## src/rtl/spd_pkg.sv

```systemverilog
`timescale 1ns / 1ps
package spd_pkg;

	localparam int COLUMNS_DEF = 8;
	localparam int ROWS_DEF    = 8;

	localparam int COL_W  = 3;
	localparam int LVL_W  = 3;
	localparam int ROW_W  = 4;
	localparam int TIME_W = 32;
	localparam int DEC_W  = 16;
	localparam int PCT_W  = 7;
	localparam int QUO_W  = 7;
	// 100 * elapsed with elapsed below a 16-bit decay
	localparam int NUM_W  = DEC_W + PCT_W;
	localparam int ENT_W  = ROW_W + TIME_W;

	localparam logic [DEC_W-1:0] DECAY_RST = DEC_W'(500);
	localparam logic [PCT_W-1:0] PCT_FULL  = PCT_W'(100);
	localparam logic [PCT_W-1:0] PCT_NONE  = '0;
	localparam logic [ROW_W-1:0] ROW_EMPTY = '1;

	typedef enum logic [2:0] {
		ST_IDLE,
		ST_EVAL,
		ST_MUL,
		ST_DIV,
		ST_DONE
	} state_t;

endpackage

```

## src/rtl/spd_ram.sv

```systemverilog
`timescale 1ns / 1ps
module spd_ram #(
	parameter int WIDTH = 8,
	parameter int DEPTH = 8,
	localparam int AW = (DEPTH > 1) ? $clog2(DEPTH) : 1
) (
	input  logic             clk,
	input  logic             we,
	input  logic [AW-1:0]    waddr,
	input  logic [WIDTH-1:0] wdata,
	input  logic             re,
	input  logic [AW-1:0]    raddr,
	output logic [WIDTH-1:0] rdata
);

	logic [WIDTH-1:0] mem [DEPTH];

	always_ff @(posedge clk) begin
		if (we) begin
			mem[waddr] <= wdata;
		end
		if (re) begin
			rdata <= mem[raddr];
		end
	end

endmodule

```

## src/rtl/spd_div.sv

```systemverilog
`timescale 1ns / 1ps
module spd_div (
	input  logic                       clk,
	input  logic                       arst_n,
	input  logic                       start,
	input  logic [spd_pkg::NUM_W-1:0]  num,
	input  logic [spd_pkg::DEC_W-1:0]  den,
	output logic                       done,
	output logic [spd_pkg::QUO_W-1:0]  quot
);
	import spd_pkg::*;

	localparam int CNT_W = (QUO_W > 1) ? $clog2(QUO_W) : 1;

	logic [NUM_W-1:0] rem_q;
	logic [NUM_W-1:0] dsh_q;
	logic [QUO_W-1:0] quot_q;
	logic [CNT_W-1:0] cnt_q;
	logic             busy_q;
	logic             done_q;
	logic             fits;

	assign fits = (rem_q >= dsh_q);

	always_ff @(posedge clk or negedge arst_n) begin
		if (!arst_n) begin
			busy_q <= 1'b0;
			done_q <= 1'b0;
			cnt_q  <= '0;
		end else if (start) begin
			busy_q <= 1'b1;
			done_q <= 1'b0;
			cnt_q  <= CNT_W'(QUO_W - 1);
		end else if (busy_q) begin
			if (cnt_q == '0) begin
				busy_q <= 1'b0;
				done_q <= 1'b1;
			end else begin
				cnt_q <= cnt_q - 1'b1;
			end
		end else begin
			done_q <= 1'b0;
		end
	end

	// one quotient bit per cycle, most significant first
	always_ff @(posedge clk) begin
		if (start) begin
			rem_q  <= num;
			dsh_q  <= NUM_W'({den, {(QUO_W-1){1'b0}}});
			quot_q <= '0;
		end else if (busy_q) begin
			if (fits) begin
				rem_q <= rem_q - dsh_q;
			end
			quot_q <= {quot_q[QUO_W-2:0], fits};
			dsh_q  <= dsh_q >> 1;
		end
	end

	assign done = done_q;
	assign quot = quot_q;

endmodule

```

## src/rtl/spectrum_peak_hold_decay.sv

```systemverilog
`timescale 1ns / 1ps
// An accepted word goes through ST_EVAL and ST_DONE when a peak is set, dropped or absent,
// and also ST_MUL and ST_DIV while the top pixel fades, where the 7-step serial divider runs.
// A new word is taken only in ST_IDLE, once the last result is in the output register.
// The column state sits in one RAM with a registered read; write-back precedes the next read.
// Reset (arst_n low, asynchronous) clears every column to row 0, time 0, and decay to 500.
module spectrum_peak_hold_decay #(
	parameter int COLUMNS = spd_pkg::COLUMNS_DEF,
	parameter int ROWS    = spd_pkg::ROWS_DEF
) (
	input  logic                       clk,
	input  logic                       arst_n,
	input  logic                       cfg_valid,
	output logic                       cfg_ready,
	input  logic [spd_pkg::DEC_W-1:0]  decay_ms,
	input  logic                       in_valid,
	output logic                       in_ready,
	input  logic [spd_pkg::COL_W-1:0]  column,
	input  logic [spd_pkg::LVL_W-1:0]  level,
	input  logic [spd_pkg::TIME_W-1:0] now_ms,
	output logic                       out_valid,
	input  logic                       out_ready,
	output logic [spd_pkg::ROW_W-1:0]  peak_height,
	output logic [spd_pkg::PCT_W-1:0]  top_percent,
	output logic                       new_peak,
	output logic                       dropped,
	output logic                       active
);
	import spd_pkg::*;

	localparam int AW = (COLUMNS > 1) ? $clog2(COLUMNS) : 1;

	state_t state_q, state_d;

	logic [DEC_W-1:0]  decay_q;
	logic [COLUMNS-1:0] vld_q;

	logic [AW-1:0]     addr_s1;
	logic [LVL_W-1:0]  lvl_s1;
	logic [TIME_W-1:0] now_s1;
	logic              range_s1;
	logic              vld_s1;

	logic [ENT_W-1:0]  rdata;
	logic              in_acc;
	logic              in_range;
	logic [LVL_W-1:0]  lvl_sat;

	logic signed [ROW_W-1:0] row_rd;
	logic signed [ROW_W-1:0] row_dn;
	logic [TIME_W-1:0] start_rd;
	logic [TIME_W-1:0] elapsed;
	logic [DEC_W-1:0]  dec_eff;

	logic              ev_we;
	logic              ev_fade;
	logic [ROW_W-1:0]  ev_wrow;
	logic [ROW_W-1:0]  ev_height;
	logic [PCT_W-1:0]  ev_pct;
	logic              ev_np;
	logic              ev_dr;
	logic              ev_act;

	logic [DEC_W-1:0]  elapsed_q;
	logic [ROW_W-1:0]  res_height_q;
	logic [PCT_W-1:0]  res_pct_q;
	logic              res_np_q;
	logic              res_dr_q;
	logic              res_act_q;

	logic              out_valid_q;
	logic [ROW_W-1:0]  out_height_q;
	logic [PCT_W-1:0]  out_pct_q;
	logic              out_np_q;
	logic              out_dr_q;
	logic              out_act_q;

	logic [NUM_W-1:0]  div_num;
	logic              div_start;
	logic              div_done;
	logic [QUO_W-1:0]  div_quot;
	logic              ram_we;
	logic              out_load;

	assign cfg_ready = 1'b1;
	assign in_ready  = (state_q == ST_IDLE);
	assign in_acc    = in_valid && in_ready;
	assign in_range  = (32'(column) < COLUMNS);
	assign lvl_sat   = (32'(level) > ROWS - 1) ? LVL_W'(ROWS - 1) : level;

	always_ff @(posedge clk or negedge arst_n) begin
		if (!arst_n) begin
			decay_q <= DECAY_RST;
		end else if (cfg_valid && cfg_ready) begin
			decay_q <= decay_ms;
		end
	end

	spd_ram #(
		.WIDTH(ENT_W),
		.DEPTH(COLUMNS)
	) u_ram (
		.clk  (clk),
		.we   (ram_we),
		.waddr(addr_s1),
		.wdata({ev_wrow, now_s1}),
		.re   (in_acc),
		.raddr(AW'(column)),
		.rdata(rdata)
	);

	// a column never written reads as row 0, time 0
	always_ff @(posedge clk or negedge arst_n) begin
		if (!arst_n) begin
			vld_q <= '0;
		end else if (ram_we) begin
			vld_q[addr_s1] <= 1'b1;
		end
	end

	always_ff @(posedge clk) begin
		if (in_acc) begin
			addr_s1  <= AW'(column);
			lvl_s1   <= lvl_sat;
			now_s1   <= now_ms;
			range_s1 <= in_range;
			vld_s1   <= in_range ? vld_q[AW'(column)] : 1'b0;
		end
	end

	assign row_rd   = vld_s1 ? rdata[TIME_W +: ROW_W] : '0;
	assign start_rd = vld_s1 ? rdata[TIME_W-1:0] : '0;
	assign row_dn   = row_rd - 1'b1;
	assign elapsed  = now_s1 - start_rd;
	assign dec_eff  = (decay_q == '0) ? DEC_W'(1) : decay_q;

	always_comb begin
		ev_we     = 1'b0;
		ev_fade   = 1'b0;
		ev_wrow   = row_rd;
		ev_height = ROW_EMPTY;
		ev_pct    = PCT_NONE;
		ev_np     = 1'b0;
		ev_dr     = 1'b0;
		ev_act    = 1'b0;
		if (!range_s1) begin
			// out-of-range column: report empty, touch nothing
		end else if (lvl_s1 != '0 && row_rd <= $signed({1'b0, lvl_s1})) begin
			ev_we     = 1'b1;
			ev_wrow   = ROW_W'(lvl_s1);
			ev_height = ROW_W'(lvl_s1);
			ev_pct    = PCT_FULL;
			ev_np     = 1'b1;
			ev_act    = 1'b1;
		end else if (row_rd < 0) begin
			// empty column stays empty
		end else if (elapsed >= TIME_W'(dec_eff)) begin
			// fade finished: drop one row and restart the timer
			ev_we     = 1'b1;
			ev_wrow   = row_dn;
			ev_height = row_dn;
			ev_pct    = (row_dn < 0) ? PCT_NONE : PCT_FULL;
			ev_dr     = 1'b1;
			ev_act    = 1'b1;
		end else begin
			ev_fade   = 1'b1;
			ev_height = row_rd;
			ev_act    = 1'b1;
		end
	end

	assign ram_we    = (state_q == ST_EVAL) && ev_we;
	assign div_start = (state_q == ST_MUL);
	assign div_num   = NUM_W'(elapsed_q) * NUM_W'(PCT_FULL);
	assign out_load  = (state_q == ST_DONE) && (!out_valid_q || out_ready);

	spd_div u_div (
		.clk   (clk),
		.arst_n(arst_n),
		.start (div_start),
		.num   (div_num),
		.den   (dec_eff),
		.done  (div_done),
		.quot  (div_quot)
	);

	always_ff @(posedge clk or negedge arst_n) begin
		if (!arst_n) begin
			state_q <= ST_IDLE;
		end else begin
			state_q <= state_d;
		end
	end

	always_comb begin
		state_d = state_q;
		unique case (state_q)
			ST_IDLE: if (in_acc) state_d = ST_EVAL;
			ST_EVAL: state_d = ev_fade ? ST_MUL : ST_DONE;
			ST_MUL:  state_d = ST_DIV;
			ST_DIV:  if (div_done) state_d = ST_DONE;
			ST_DONE: if (out_load) state_d = ST_IDLE;
			default: state_d = ST_IDLE;
		endcase
	end

	always_ff @(posedge clk) begin
		if (state_q == ST_EVAL) begin
			elapsed_q    <= elapsed[DEC_W-1:0];
			res_height_q <= ev_height;
			res_pct_q    <= ev_pct;
			res_np_q     <= ev_np;
			res_dr_q     <= ev_dr;
			res_act_q    <= ev_act;
		end else if (state_q == ST_DIV && div_done) begin
			res_pct_q <= PCT_FULL - div_quot;
		end
	end

	// output register: the next word may enter while this one waits
	always_ff @(posedge clk or negedge arst_n) begin
		if (!arst_n) begin
			out_valid_q <= 1'b0;
		end else if (out_load) begin
			out_valid_q <= 1'b1;
		end else if (out_ready) begin
			out_valid_q <= 1'b0;
		end
	end

	always_ff @(posedge clk) begin
		if (out_load) begin
			out_height_q <= res_height_q;
			out_pct_q    <= res_pct_q;
			out_np_q     <= res_np_q;
			out_dr_q     <= res_dr_q;
			out_act_q    <= res_act_q;
		end
	end

	assign out_valid   = out_valid_q;
	assign peak_height = out_height_q;
	assign top_percent = out_pct_q;
	assign new_peak    = out_np_q;
	assign dropped     = out_dr_q;
	assign active      = out_act_q;

endmodule

```

## config.mk

```make
export PLATFORM = sky130hd
export DESIGN_NAME = spectrum_peak_hold_decay
export DESIGN_NICKNAME = d
export VERILOG_FILES = /design/src/rtl/spd_pkg.sv /design/src/rtl/spd_ram.sv /design/src/rtl/spd_div.sv /design/src/rtl/spectrum_peak_hold_decay.sv
export SDC_FILE = /design/constraint.sdc
export NUM_CORES = 1
export LEC_CHECK = 0
export BUFFER_PORTS_ARGS = -buffer_cell sky130_fd_sc_hd__buf_4
export CAP_MARGIN = 40
export CORE_MARGIN = 8
export CORE_UTILIZATION = 38
export CTS_CLUSTER_SIZE = 16
export DETAILED_ROUTE_END_ITERATION = 16
export GPL_TIMING_DRIVEN = 0
export MAX_ROUTING_LAYER = met4
export SLEW_MARGIN = 40
export SYNTH_ARGS = -nofsm -noshare
export SYNTH_HDL_FRONTEND = slang
export SYNTH_SLANG_ARGS = --single-unit
export TNS_END_PERCENT = 20
```

## constraint.sdc

```tcl
create_clock -name clk -period 13.3 [get_ports clk]
set_input_delay 1.33 -clock clk [delete_from_list [all_inputs] [get_ports clk]]
set_output_delay 1.33 -clock clk [all_outputs]
set_load 0.05 [all_outputs]
```

### Word level (Yosys, flattened, before mapping)

Memory sizes are Yosys's and may differ from the RTL's. A register that Yosys moved wholly into a read port is not among the register bits.
Cells that the tools add are included.

* reduce and logical (&&, ||, !) cells: 20
* mux-type cells: 49
* $mul: 1
* bitwise logic cells: 1
* $add $sub $neg: 5
* order comparisons: 8
* eq/ne operators: 9

Operators by type and width (count)
* 23-bit two-way mux: 3
* 22-bit two-way mux: 2
* 7-bit two-way mux: 6
* 32-bit by 16-bit >= comparator with 1-bit output: 1
* 32-bit two-way mux: 1
* 32-bit subtractor: 1
* 3-bit two-way mux: 8
* 23-bit by 22-bit >= comparator with 1-bit output: 1
* 23-bit by 22-bit subtractor with 23-bit output: 1
* 16-bit by 5-bit multiplier with 21-bit output (second input constant): 1
* 1-bit two-way mux: 20
* 4-bit two-way mux: 5
* 16-bit zero test: 1
* 16-bit two-way mux: 1
* 3-bit one-hot mux with 5 select lines: 1
* 3-bit by 4-bit < comparator with 1-bit output (second input constant): 2
* 4-bit by 1-bit < comparator with 1-bit output (second input constant): 2
* 8-bit bitwise OR: 1
* 2-bit nonzero test: 4
* 7-bit subtractor (first input constant): 1
* 3-bit by 2-bit == test with 1-bit output (second input constant): 2
* 1-bit logical AND: 6
* 3-bit zero test: 2
* 2-bit AND reduction: 3
* 15 further kinds: 17

* word-level logic and storage cells: 122
* input bits: 59
* memories: 1
* output and inout port bits: 17
* bits in writable memories: 288
* register bits: 168

Memory list
* u_ram.mem: depth 8, width 36, rd ports 1, clocked after memory_dff 1, write ports 1, RTL line spd_ram.sv:16 `logic [WIDTH-1:0] mem [DEPTH];`

### Longest topological paths before layout

Gate-level depths: netlist of the first run.

* depth in word-level cells: 9
* gate-level depth with buffers: 27
* depth with buffers taken out: 23

### Modules after synthesis

From an unflattened synthesis of the first run, not the netlist that was laid out.

* cell total of the unflattened synthesis: 1763
* area total of the unflattened synthesis: 24390.9 um2

By module, submodules not included
* spd_ram: cells each 465, times used 1, area an instance 12223.0 um2, seq. area each 9729.3 um2
* spectrum_peak_hold_decay: cells each 910, times used 1, area an instance 8550.7 um2, seq. area each 3200.6 um2
* spd_div: cells each 388, times used 1, area an instance 3617.2 um2, seq. area each 1556.5 um2

### Worst setup path before layout of the first run

OpenSTA, ideal clock, no wires.

* path type: reg2reg
* from: reg vld_s1
* to: mem u_ram.mem[2][0] in the netlist's numbering (enable)
* data arrival time: 7457 ps
* buffers on the path: 4
* library setup time: 519 ps
* period minus slack after synthesis: 7977 ps
* path slack: 5323 ps
* data required time: 12781 ps
* cell stages (with the launch flop): 28
* cell sequence: edfxtp_1 buf_2 buf_1 nand2_1 inv_1 fa_1 nand3b_1 a21oi_1 o31ai_1 nand2b_1 a21oi_1 o21ai_0 a21oi_1 xnor2_1 ha_1 and3_1 o2111ai_1 nand2_1 nand2_1 o21ai_0 or4_1 or4_1 or3_1 or4_1 buf_2 a21oi_4 buf_4 nor4_1

* longest elaborated chain between the ends: 9
* elaborated cells on any way between the ends: 13
* classes of those cells: 1 x add/sub; 3 x order compare; 7 x mux; 2 x reduce/logical

Ends and longest elaborated chain
* start, declared: RTL line spectrum_peak_hold_decay.sv:42 `logic vld_s1;`
* start signal, assigned: RTL line spectrum_peak_hold_decay.sv:127 `vld_s1 <= in_range ? vld_q[AW'(column)] : 1'b0;`
* 32-bit two-way mux: RTL line spectrum_peak_hold_decay.sv:132 `assign start_rd = vld_s1 ? rdata[TIME_W-1:0] : '0;`
* 32-bit subtractor: RTL line spectrum_peak_hold_decay.sv:134 `assign elapsed = now_s1 - start_rd;`
* named net elapsed[14]: RTL line spectrum_peak_hold_decay.sv:52 `logic [TIME_W-1:0] elapsed;`
* 32-bit by 16-bit >= comparator with 1-bit output: RTL line spectrum_peak_hold_decay.sv:157 `end else if (elapsed >= TIME_W'(dec_eff)) begin`
* 1-bit two-way mux: RTL line spectrum_peak_hold_decay.sv:157
* 1-bit two-way mux
* 1-bit two-way mux: RTL line spectrum_peak_hold_decay.sv:148 `end else if (lvl_s1 != '0 && row_rd <= $signed({1'b0, lvl_s1})) begin`
* 1-bit logical AND: RTL line spectrum_peak_hold_decay.sv:172 `assign ram_we = (state_q == ST_EVAL) && ev_we;`
* 1-bit two-way mux: RTL line spd_ram.sv:19 `if (we) begin`
* 1-bit two-way mux (implied by the code): RTL line spd_ram.sv:20 `mem[waddr] <= wdata;`
* end, declared: RTL line spd_ram.sv:16

The timed path passes the listed nets, and every way through them passes these cells.

### Worst setup path after layout of the first run

* from: reg vld_s1
* to: mem u_ram.mem[2][16] in the netlist's numbering (enable)

Same word-level chain as after synthesis.

==> results of run 1 <==
area by class of cell:
cell class                 instances  area (sq um)  area share (%)
timing repair buffer             151          1040            3.82
inverter                         136           510            1.87
clock inverter                    32           384            1.41
multi-input combinational        966          8230            30.2
sequential                       492         14500            53.1
clock buffer                      65          1370            5.04
tap                              790           988            3.63
buffer                            57           235           0.864
power breakdown:
group	switching, mW	internal, mW
logic	0.826	0.572
registers	0.0749	1.87
clock network	0.611	0.873
total	1.51	3.31
sequential cells by signal, indices dropped and copies added (netlist names), 3 cells and up:
register      count
elapsed_q        16
state_q           3
lvl_s1            3
res_height_q      4
res_pct_q         7
now_s1           32
top_percent       7
decay_q          16
addr_s1           3
u_div.rem_q      23
u_div.quot        7
vld_q             8
u_ram.mem       288
u_div.dsh_q      22
u_div.cnt_q       3
u_ram.rdata      36
peak_height       4
logic make-up (layout without fill, tap and decap cells):
logic type                 count (synthesis)  after routing  synth area share [%]
adders and majority gates                142            142                  8.02
and+or+nand+nor                          348            348                  7.11
other                                      1              1                0.0160
DFF                                      492            492                  61.9
muxes                                    131            131                  9.78
AOI/OAI and AO/OA                        281            281                  7.65
xor gates and xnor gates                  63             63                  2.36
buffers and inverters                    193            441                  3.14
through the flow:
step	power [mW]	hold WS [ps]	setup WS (ps)	std cells
CTS	4.88	419	4370	2689
finish	4.82	419	4310	2689
detailed placement	3.37	405	4410	2592
floorplan	3.00	400	5320	1651
global route	5.11	437	4040	2689
global placement	3.35	408	179	2515
cells in the final DEF, fill, tap and decap left out, types with 27 or more instances in the layout:
master     instances
edfxtp_1         444
inv_1            135
a21oi_1           65
dfrtp_1           27
mux4_2            74
nand2_1          111
xnor2_1           36
nor2_1            82
clkbuf_1          49
o21ai_0           76
buf_2             58
xor2_1            27
buf_4            100
ha_1             129
nand3_1           35
clkbuf_16         53
mux2_2            39
worst max-delay path: cells and delay by family, from the launching register on:
kind	cells	cell delay (ps)
AO/OA/AOI/OAI	9	2270
buffers and inverters	12	2350
AND/OR/NAND/NOR	10	2570
flip-flops	1	400
XOR/XNOR	1	400
adder cells (fa/ha/maj)	2	750
metal layers:
layer,wire (microns),vias up,GRT usage (%)
li1,-,6660,-
met5,0,-,-
met3,2160,76,2.30
met2,25300,296,24.9
met1,22900,7012,19.1
met4,1090,0,3.92
path summary, 6_finish.rpt:
check,cells past startpoint,to,start
max in group asynchronous,1,decay_q[8]$_DFFE_PN1P_,arst_n
worst max-delay path,34,u_ram.mem[2][16]$_DFFE_PP_,vld_s1$_DFFE_PP_
worst max register to register,34,u_ram.mem[2][16]$_DFFE_PP_,vld_s1$_DFFE_PP_
worst min-delay path,0,peak_height[3]$_DFFE_PP_,res_height_q[3]$_SDFFCE_PP0P_
min in group asynchronous,1,state_q[2]$_DFFE_PN0P_,arst_n
worst min register to register,0,peak_height[3]$_DFFE_PP_,res_height_q[3]$_SDFFCE_PP0P_
==> results by group, run 1 <==
Run status
  • Status: finished, final reports clean

Routing
  • Vias per std cell: ~5.2
  • DR iter-0 viols: approximately 900
  • DRT Pass-1 Iters: 6
  • Antenna-violating nets left: 0
  • Vias post-DR: between 10k and 15k
  • Post-Route WL: ~50,000 microns
  • DRC: 0
  • WL per Instance: approximately 19 microns

Synth
  • Syn avg cell area: 14.2 sq um
  • Synth Instances: between 1.5k and 2k
  • Top post-synthesis cells by count: edfxtp_1, inv_1, ha_1, nand2_1, nor2_1
  • Top cells by area, synth: edfxtp_1, mux4_2, ha_1, dfrtp_1, inv_1
  • Post-synth cell types: 72
  • Main synth FF type: edfxtp_1
  • Most common cell in the netlist: edfxtp_1
  • Ys Warns: 0
  • Number of enable flip-flop cells after synthesis: ~440
  • Share of the synthesized area in the top cell type: a little under three fifths
  • Syn_nets: 1,852
  • Flops & latches, synth: a little under 500
  • Register area share after synthesis: 61.9%
  • Area leader, netlist: edfxtp_1
  • Synth async-reset ratio: under 10%
  • Synthesized area: approximately 23,000 sq um

Floorplanning
  • Core area: about 61,000 sq um
  • Initial Util: roughly two fifths
  • IO Count: 76
  • Row count: 91
  • Die width: approximately 260 microns
  • DIE AREA: ~70,000 sq um
  • DIE HEIGHT: 264 microns

STA
  • Final Hold Vio Count: 0
  • Least-Margin Pin Slew: 862 ps
  • Worst clock skew: 46.4 ps
  • Max Slew Vio Count: 0
  • Period utilisation layout: 67.6%
  • Final setup vio count: 0
  • Setup TNS: 0 ps
  • Relative slew slack: between 40% and 50%
  • Clock period minus worst slack: 8990 ps
  • Max Clock Freq: between 100 and 150 MHz
  • RSZ-0062 raised after global routing: no

Setup path
  • Crit Path Max Fanout: 10
  • Worst path slowest cell: or4_1
  • CP max stage delay: ~500 ps
  • Crit path DAT: between 9000 and 10,000 ps
  • Most used cell, CP: buf_2
  • CP Class: reg2reg
  • CP startpoint kind: flip-flop
  • R2r setup slk: 4310 ps
  • Element type at the critical path end: flip-flop
  • Worst Path Required: about 14,000 ps

Global routing
  • Largest net degree at the start of global routing: 34
  • Vias in the first global route: 14.6k
  • Initial antenna violation count: 0
  • GR Util All Layers: 15.0%
  • Global-route wire length before repair: approximately 81,000 microns
  • Grt ovf: 0

Placement
  • GPL Wtd Cong: around 0.9
  • Placed Area: around 25,000 sq um
  • PortBufs: 74
  • Post-DP HPWL: 38,200 microns

Power
  • LEAKAGE: 10.2 nW
  • Worst vdd ir: roughly 0.13 mV
  • Power Dens Cells: 177 nW/um^2

Cells and area
  • Layout cells sized above 1: 20.3%
  • N_diodes: 0
  • Core Util, Final: between 40% and 50%
  • Layout filler cell count: 5,547
  • Final instance area: roughly 27,000 sq um
  • Layout Nets: just over 2k
  • Area Overhead vs Synth: 16.5%

Hold path
  • HP Class: reg2reg

Clock tree
  • Clock Tree Root: clkbuf_16
  • Clk_lat worst skew: approximately 610 ps
  • CTS tree: yes
  • Clk sink count: between 400 and 500
  • Post-CTS setup repair buffer count: 0
  • Cts hold-fix bufs: 0
  • Clock buffer depth: 3
  • Post_cts resized: 0
  • CTS clk-pin slew, worst paths: 60 ps
  • CTS H-tree lvls: 2
  • CTS Buf Count: 53

Run
  • Max-cap viol count: 0
(Power assumes the default switching activity.)
==> run 2: changes to the inputs <==
==> constraint.sdc (replaced) <==
create_clock -name clk -period 8.1 [get_ports clk]
set_input_delay 0.81 -clock clk [delete_from_list [all_inputs] [get_ports clk]]
set_output_delay 0.81 -clock clk [all_outputs]
set_load 0.05 [all_outputs]
==> results by group, run 2 (synthesis gave the netlist of run 1 again) <==
Clock tree
  • CTS tree: yes
  • Clk sink count: 492 (unchanged)
  • Clk_lat worst skew: 610 ps (about the same)
  • CTS Buf Count: 53 (unchanged)
  • CTS H-tree lvls: 2 (unchanged)
  • Clock Tree Root: clkbuf_16
  • CTS clk-pin slew, worst paths: 60 ps (about the same)
  • Clock buffer depth: 3 (unchanged)

Power
  • Worst vdd ir: 0.208 mV (+64%)
  • Comb power frac: 29.4% (+0.4 points)
  • Switching power: 2.50 mW (+65%)
  • Power Dens Cells: 292 nW/um^2 (+65%)
  • Int Power: 5.46 mW (+65%)
  • LEAKAGE: 10.3 nW (+0.46%)
  • Switching Fraction: 31.4% (+0.065 points)
  • Clock share of power: 30.6% (-0.2 points)
  • Seq pwr share: 40.0% (-0.3 points)

STA
  • RSZ-0062 raised after global routing: no
  • Final Hold Vio Count: 0 (unchanged)
  • Worst clock skew: 45.7 ps (-0.743 ps)
  • Least-Margin Pin Slew: 845 ps (-16.7 ps)
  • Relative slew slack: 43.5% (+1.1 points)
  • Clock period minus worst slack: 7850 ps (-1140 ps)
  • Final setup vio count: 0 (unchanged)
  • Max Slew Vio Count: 0 (unchanged)
  • Period utilisation layout: 96.9% (+29 points)
  • Fin Hold WS: 142 ps (-277 ps)
  • Max Clock Freq: 127 MHz (+15%)

Floorplanning
  • IO Count: 76 (unchanged)
  • DIE AREA: 69,700 sq um (unchanged)
  • Row count: 91 (unchanged)
  • Initial Util: 38.1% (unchanged)
  • DIE HEIGHT: 264 microns (unchanged)
  • Core area: 61,300 sq um (unchanged)
  • Die width: 264 microns (unchanged)

Setup path
  • Crit path DAT: 8220 ps (-1150 ps)
  • CP startpoint: vld_s1$_DFFE_PP_
  • Worst Path Required: 8480 ps (-5200 ps)
  • CP endpoint: u_ram.mem[2][16]$_DFFE_PP_
  • CP startpoint kind: flip-flop
  • Worst path slowest cell: or4_1
  • Most used cell, CP: buf_2
  • CP Class: reg2reg
  • R2r setup slk: 250 ps (-4060 ps)
  • Crit Path Max Fanout: 10 (unchanged)
  • Worst Reg-to-Reg Cells: 34 (unchanged)
  • CP max stage delay: 490 ps (about the same)
  • R2r startpoint: vld_s1$_DFFE_PP_
  • RR Endpoint: u_ram.mem[2][16]$_DFFE_PP_
  • Element type at the critical path end: flip-flop

Placement
  • Cells after DPL: 2,592 (unchanged)
  • GPL Wtd Cong: 0.884 (unchanged)
  • Post-DP HPWL: 38,200 microns (unchanged)
  • PortBufs: 74 (unchanged)

Routing
  • WL per Instance: 19.1 microns (-0.12%)
  • Vias per std cell: 5.24 (+0.33%)
  • DRC: 0 (unchanged)
  • Post-Route WL: 51,500 microns (about the same)
  • DR iter-0 viols: 800 (-11%)
  • DRT Pass-1 Iters: 5 (-1)
  • Antenna-violating nets left: 0 (unchanged)
  • Vias post-DR: 14.1k (+0.51%)

Global routing
  • Largest net degree at the start of global routing: 34 (unchanged)
  • Vias in the first global route: 14.6k (+0.089%)
  • Grt ovf: 0 (unchanged)
  • Global-route wire length before repair: 81,000 microns (+0.12%)
  • GR Util All Layers: 15.0% (+0.021 points)
  • Initial antenna violation count: 0 (unchanged)

Hold path
  • HP Class: in2async

Cells and area
  • Most frequent cells in the layout: edfxtp_1, inv_1, ha_1
  • Biggest registers after layout: u_ram.mem x288, u_ram.rdata x36, now_s1 x32
  • Layout Nets: 2,063 (+0.24%)
  • Commonest non-fill, non-tap cell in the layout: edfxtp_1
  • Layout cells sized above 1: 21.0% (+0.68 points)
  • Biggest register: u_ram.mem
  • Max reg flops: 288 (unchanged)
  • N_diodes: 0 (unchanged)
  • Area Overhead vs Synth: 16.9%
  • Fin cells: 2,694 (+0.19%)

Run
  • Max-cap viol count: 0 (unchanged)

Run status
  • Status: finished, final reports clean
-- run 2: layout make-up --
type                            instances  area (sq um)
Inverter                              136           510
Clock buffer                           65          1370
Timing Repair Buffer                  156          1080
Multi-Input combinational cell        966          8270
Fill cell                            5541         33900
Clock inverter                         32           384
Tap cell                              790           988
Sequential cell                       492         14500
Buffer                                 57           250
-- run 2: layer usage --
metal / share of wire [%] / global-route usage [%] / up-vias
met1: 44 / 19.1 / 7023
met2: 49 / 25.0 / 344
met3: 4.7 / 2.30 / 79
li1: - / - / 6670
met4: 2.1 / 3.92 / 0
met5: 0 / - / -
-- run 2: worst min path at each step --
| stage | endpoint | startpoint | depth (start not counted) |
|---|---|---|---|
| final | state_q[2]$_DFFE_PN0P_ | arst_n | 1 |
| after detailed placement | top_percent[3]$_DFFE_PP_ | res_pct_q[3]$_SDFFCE_PP0P_ | 0 |
| after CTS | state_q[2]$_DFFE_PN0P_ | arst_n | 1 |
| after global routing | state_q[2]$_DFFE_PN0P_ | arst_n | 1 |
| after global placement | peak_height[0]$_DFFE_PP_ | res_height_q[0]$_DFFE_PP_ | 0 |
| after floorplan | active$_DFFE_PP_ | res_act_q$_SDFFCE_PP1P_ | 0 |
-- run 2: power groups by stage --
stage / logic [mW] / clock network, mW / registers, mW
final: 2.34 / 2.44 / 3.19
after global routing: 2.63 / 2.60 / 3.21
after global placement: 2.23 / 0 / 3.27
after detailed placement: 2.30 / 0 / 3.24
after CTS: 2.34 / 2.50 / 3.19
after floorplan: 1.67 / 0 / 3.25
-- run 2: worst max-delay path: cells and delay by family, from the launching register on --
family / cells / cell delay [ps]
DFF: 1 / 400
and+or+nand+nor: 10 / 2500
AOI/OAI and AO/OA: 9 / 1650
buffers and inverters: 12 / 2120
adders and majority gates: 2 / 710
xor gates and xnor gates: 1 / 250
-- run 2: what timing repair did --
item / 4_1_cts / 5_1_grt
hold buffers: 0 / 0
endpoints found under the setup margin: 202 / 20
cloned: 0 / 0
setup buffers: 2 / 3
gates resized for setup: 11 / 5
pin swaps: 1 / 3
-- run 2: stage by stage --
step	instance area [sq um]	utilization [%]	setup WS, ps	total power [mW]	setup TNS (ps)
final	27300	44.6	251	7.97	0
after global routing	27300	44.6	16.7	8.44	0
after CTS	27300	44.5	9.46	8.04	0
after detailed placement	25500	41.6	-795	5.54	-54910
after global placement	24900	40.7	-5020	5.49	-1153580
after floorplan	23400	-	123	4.92	0
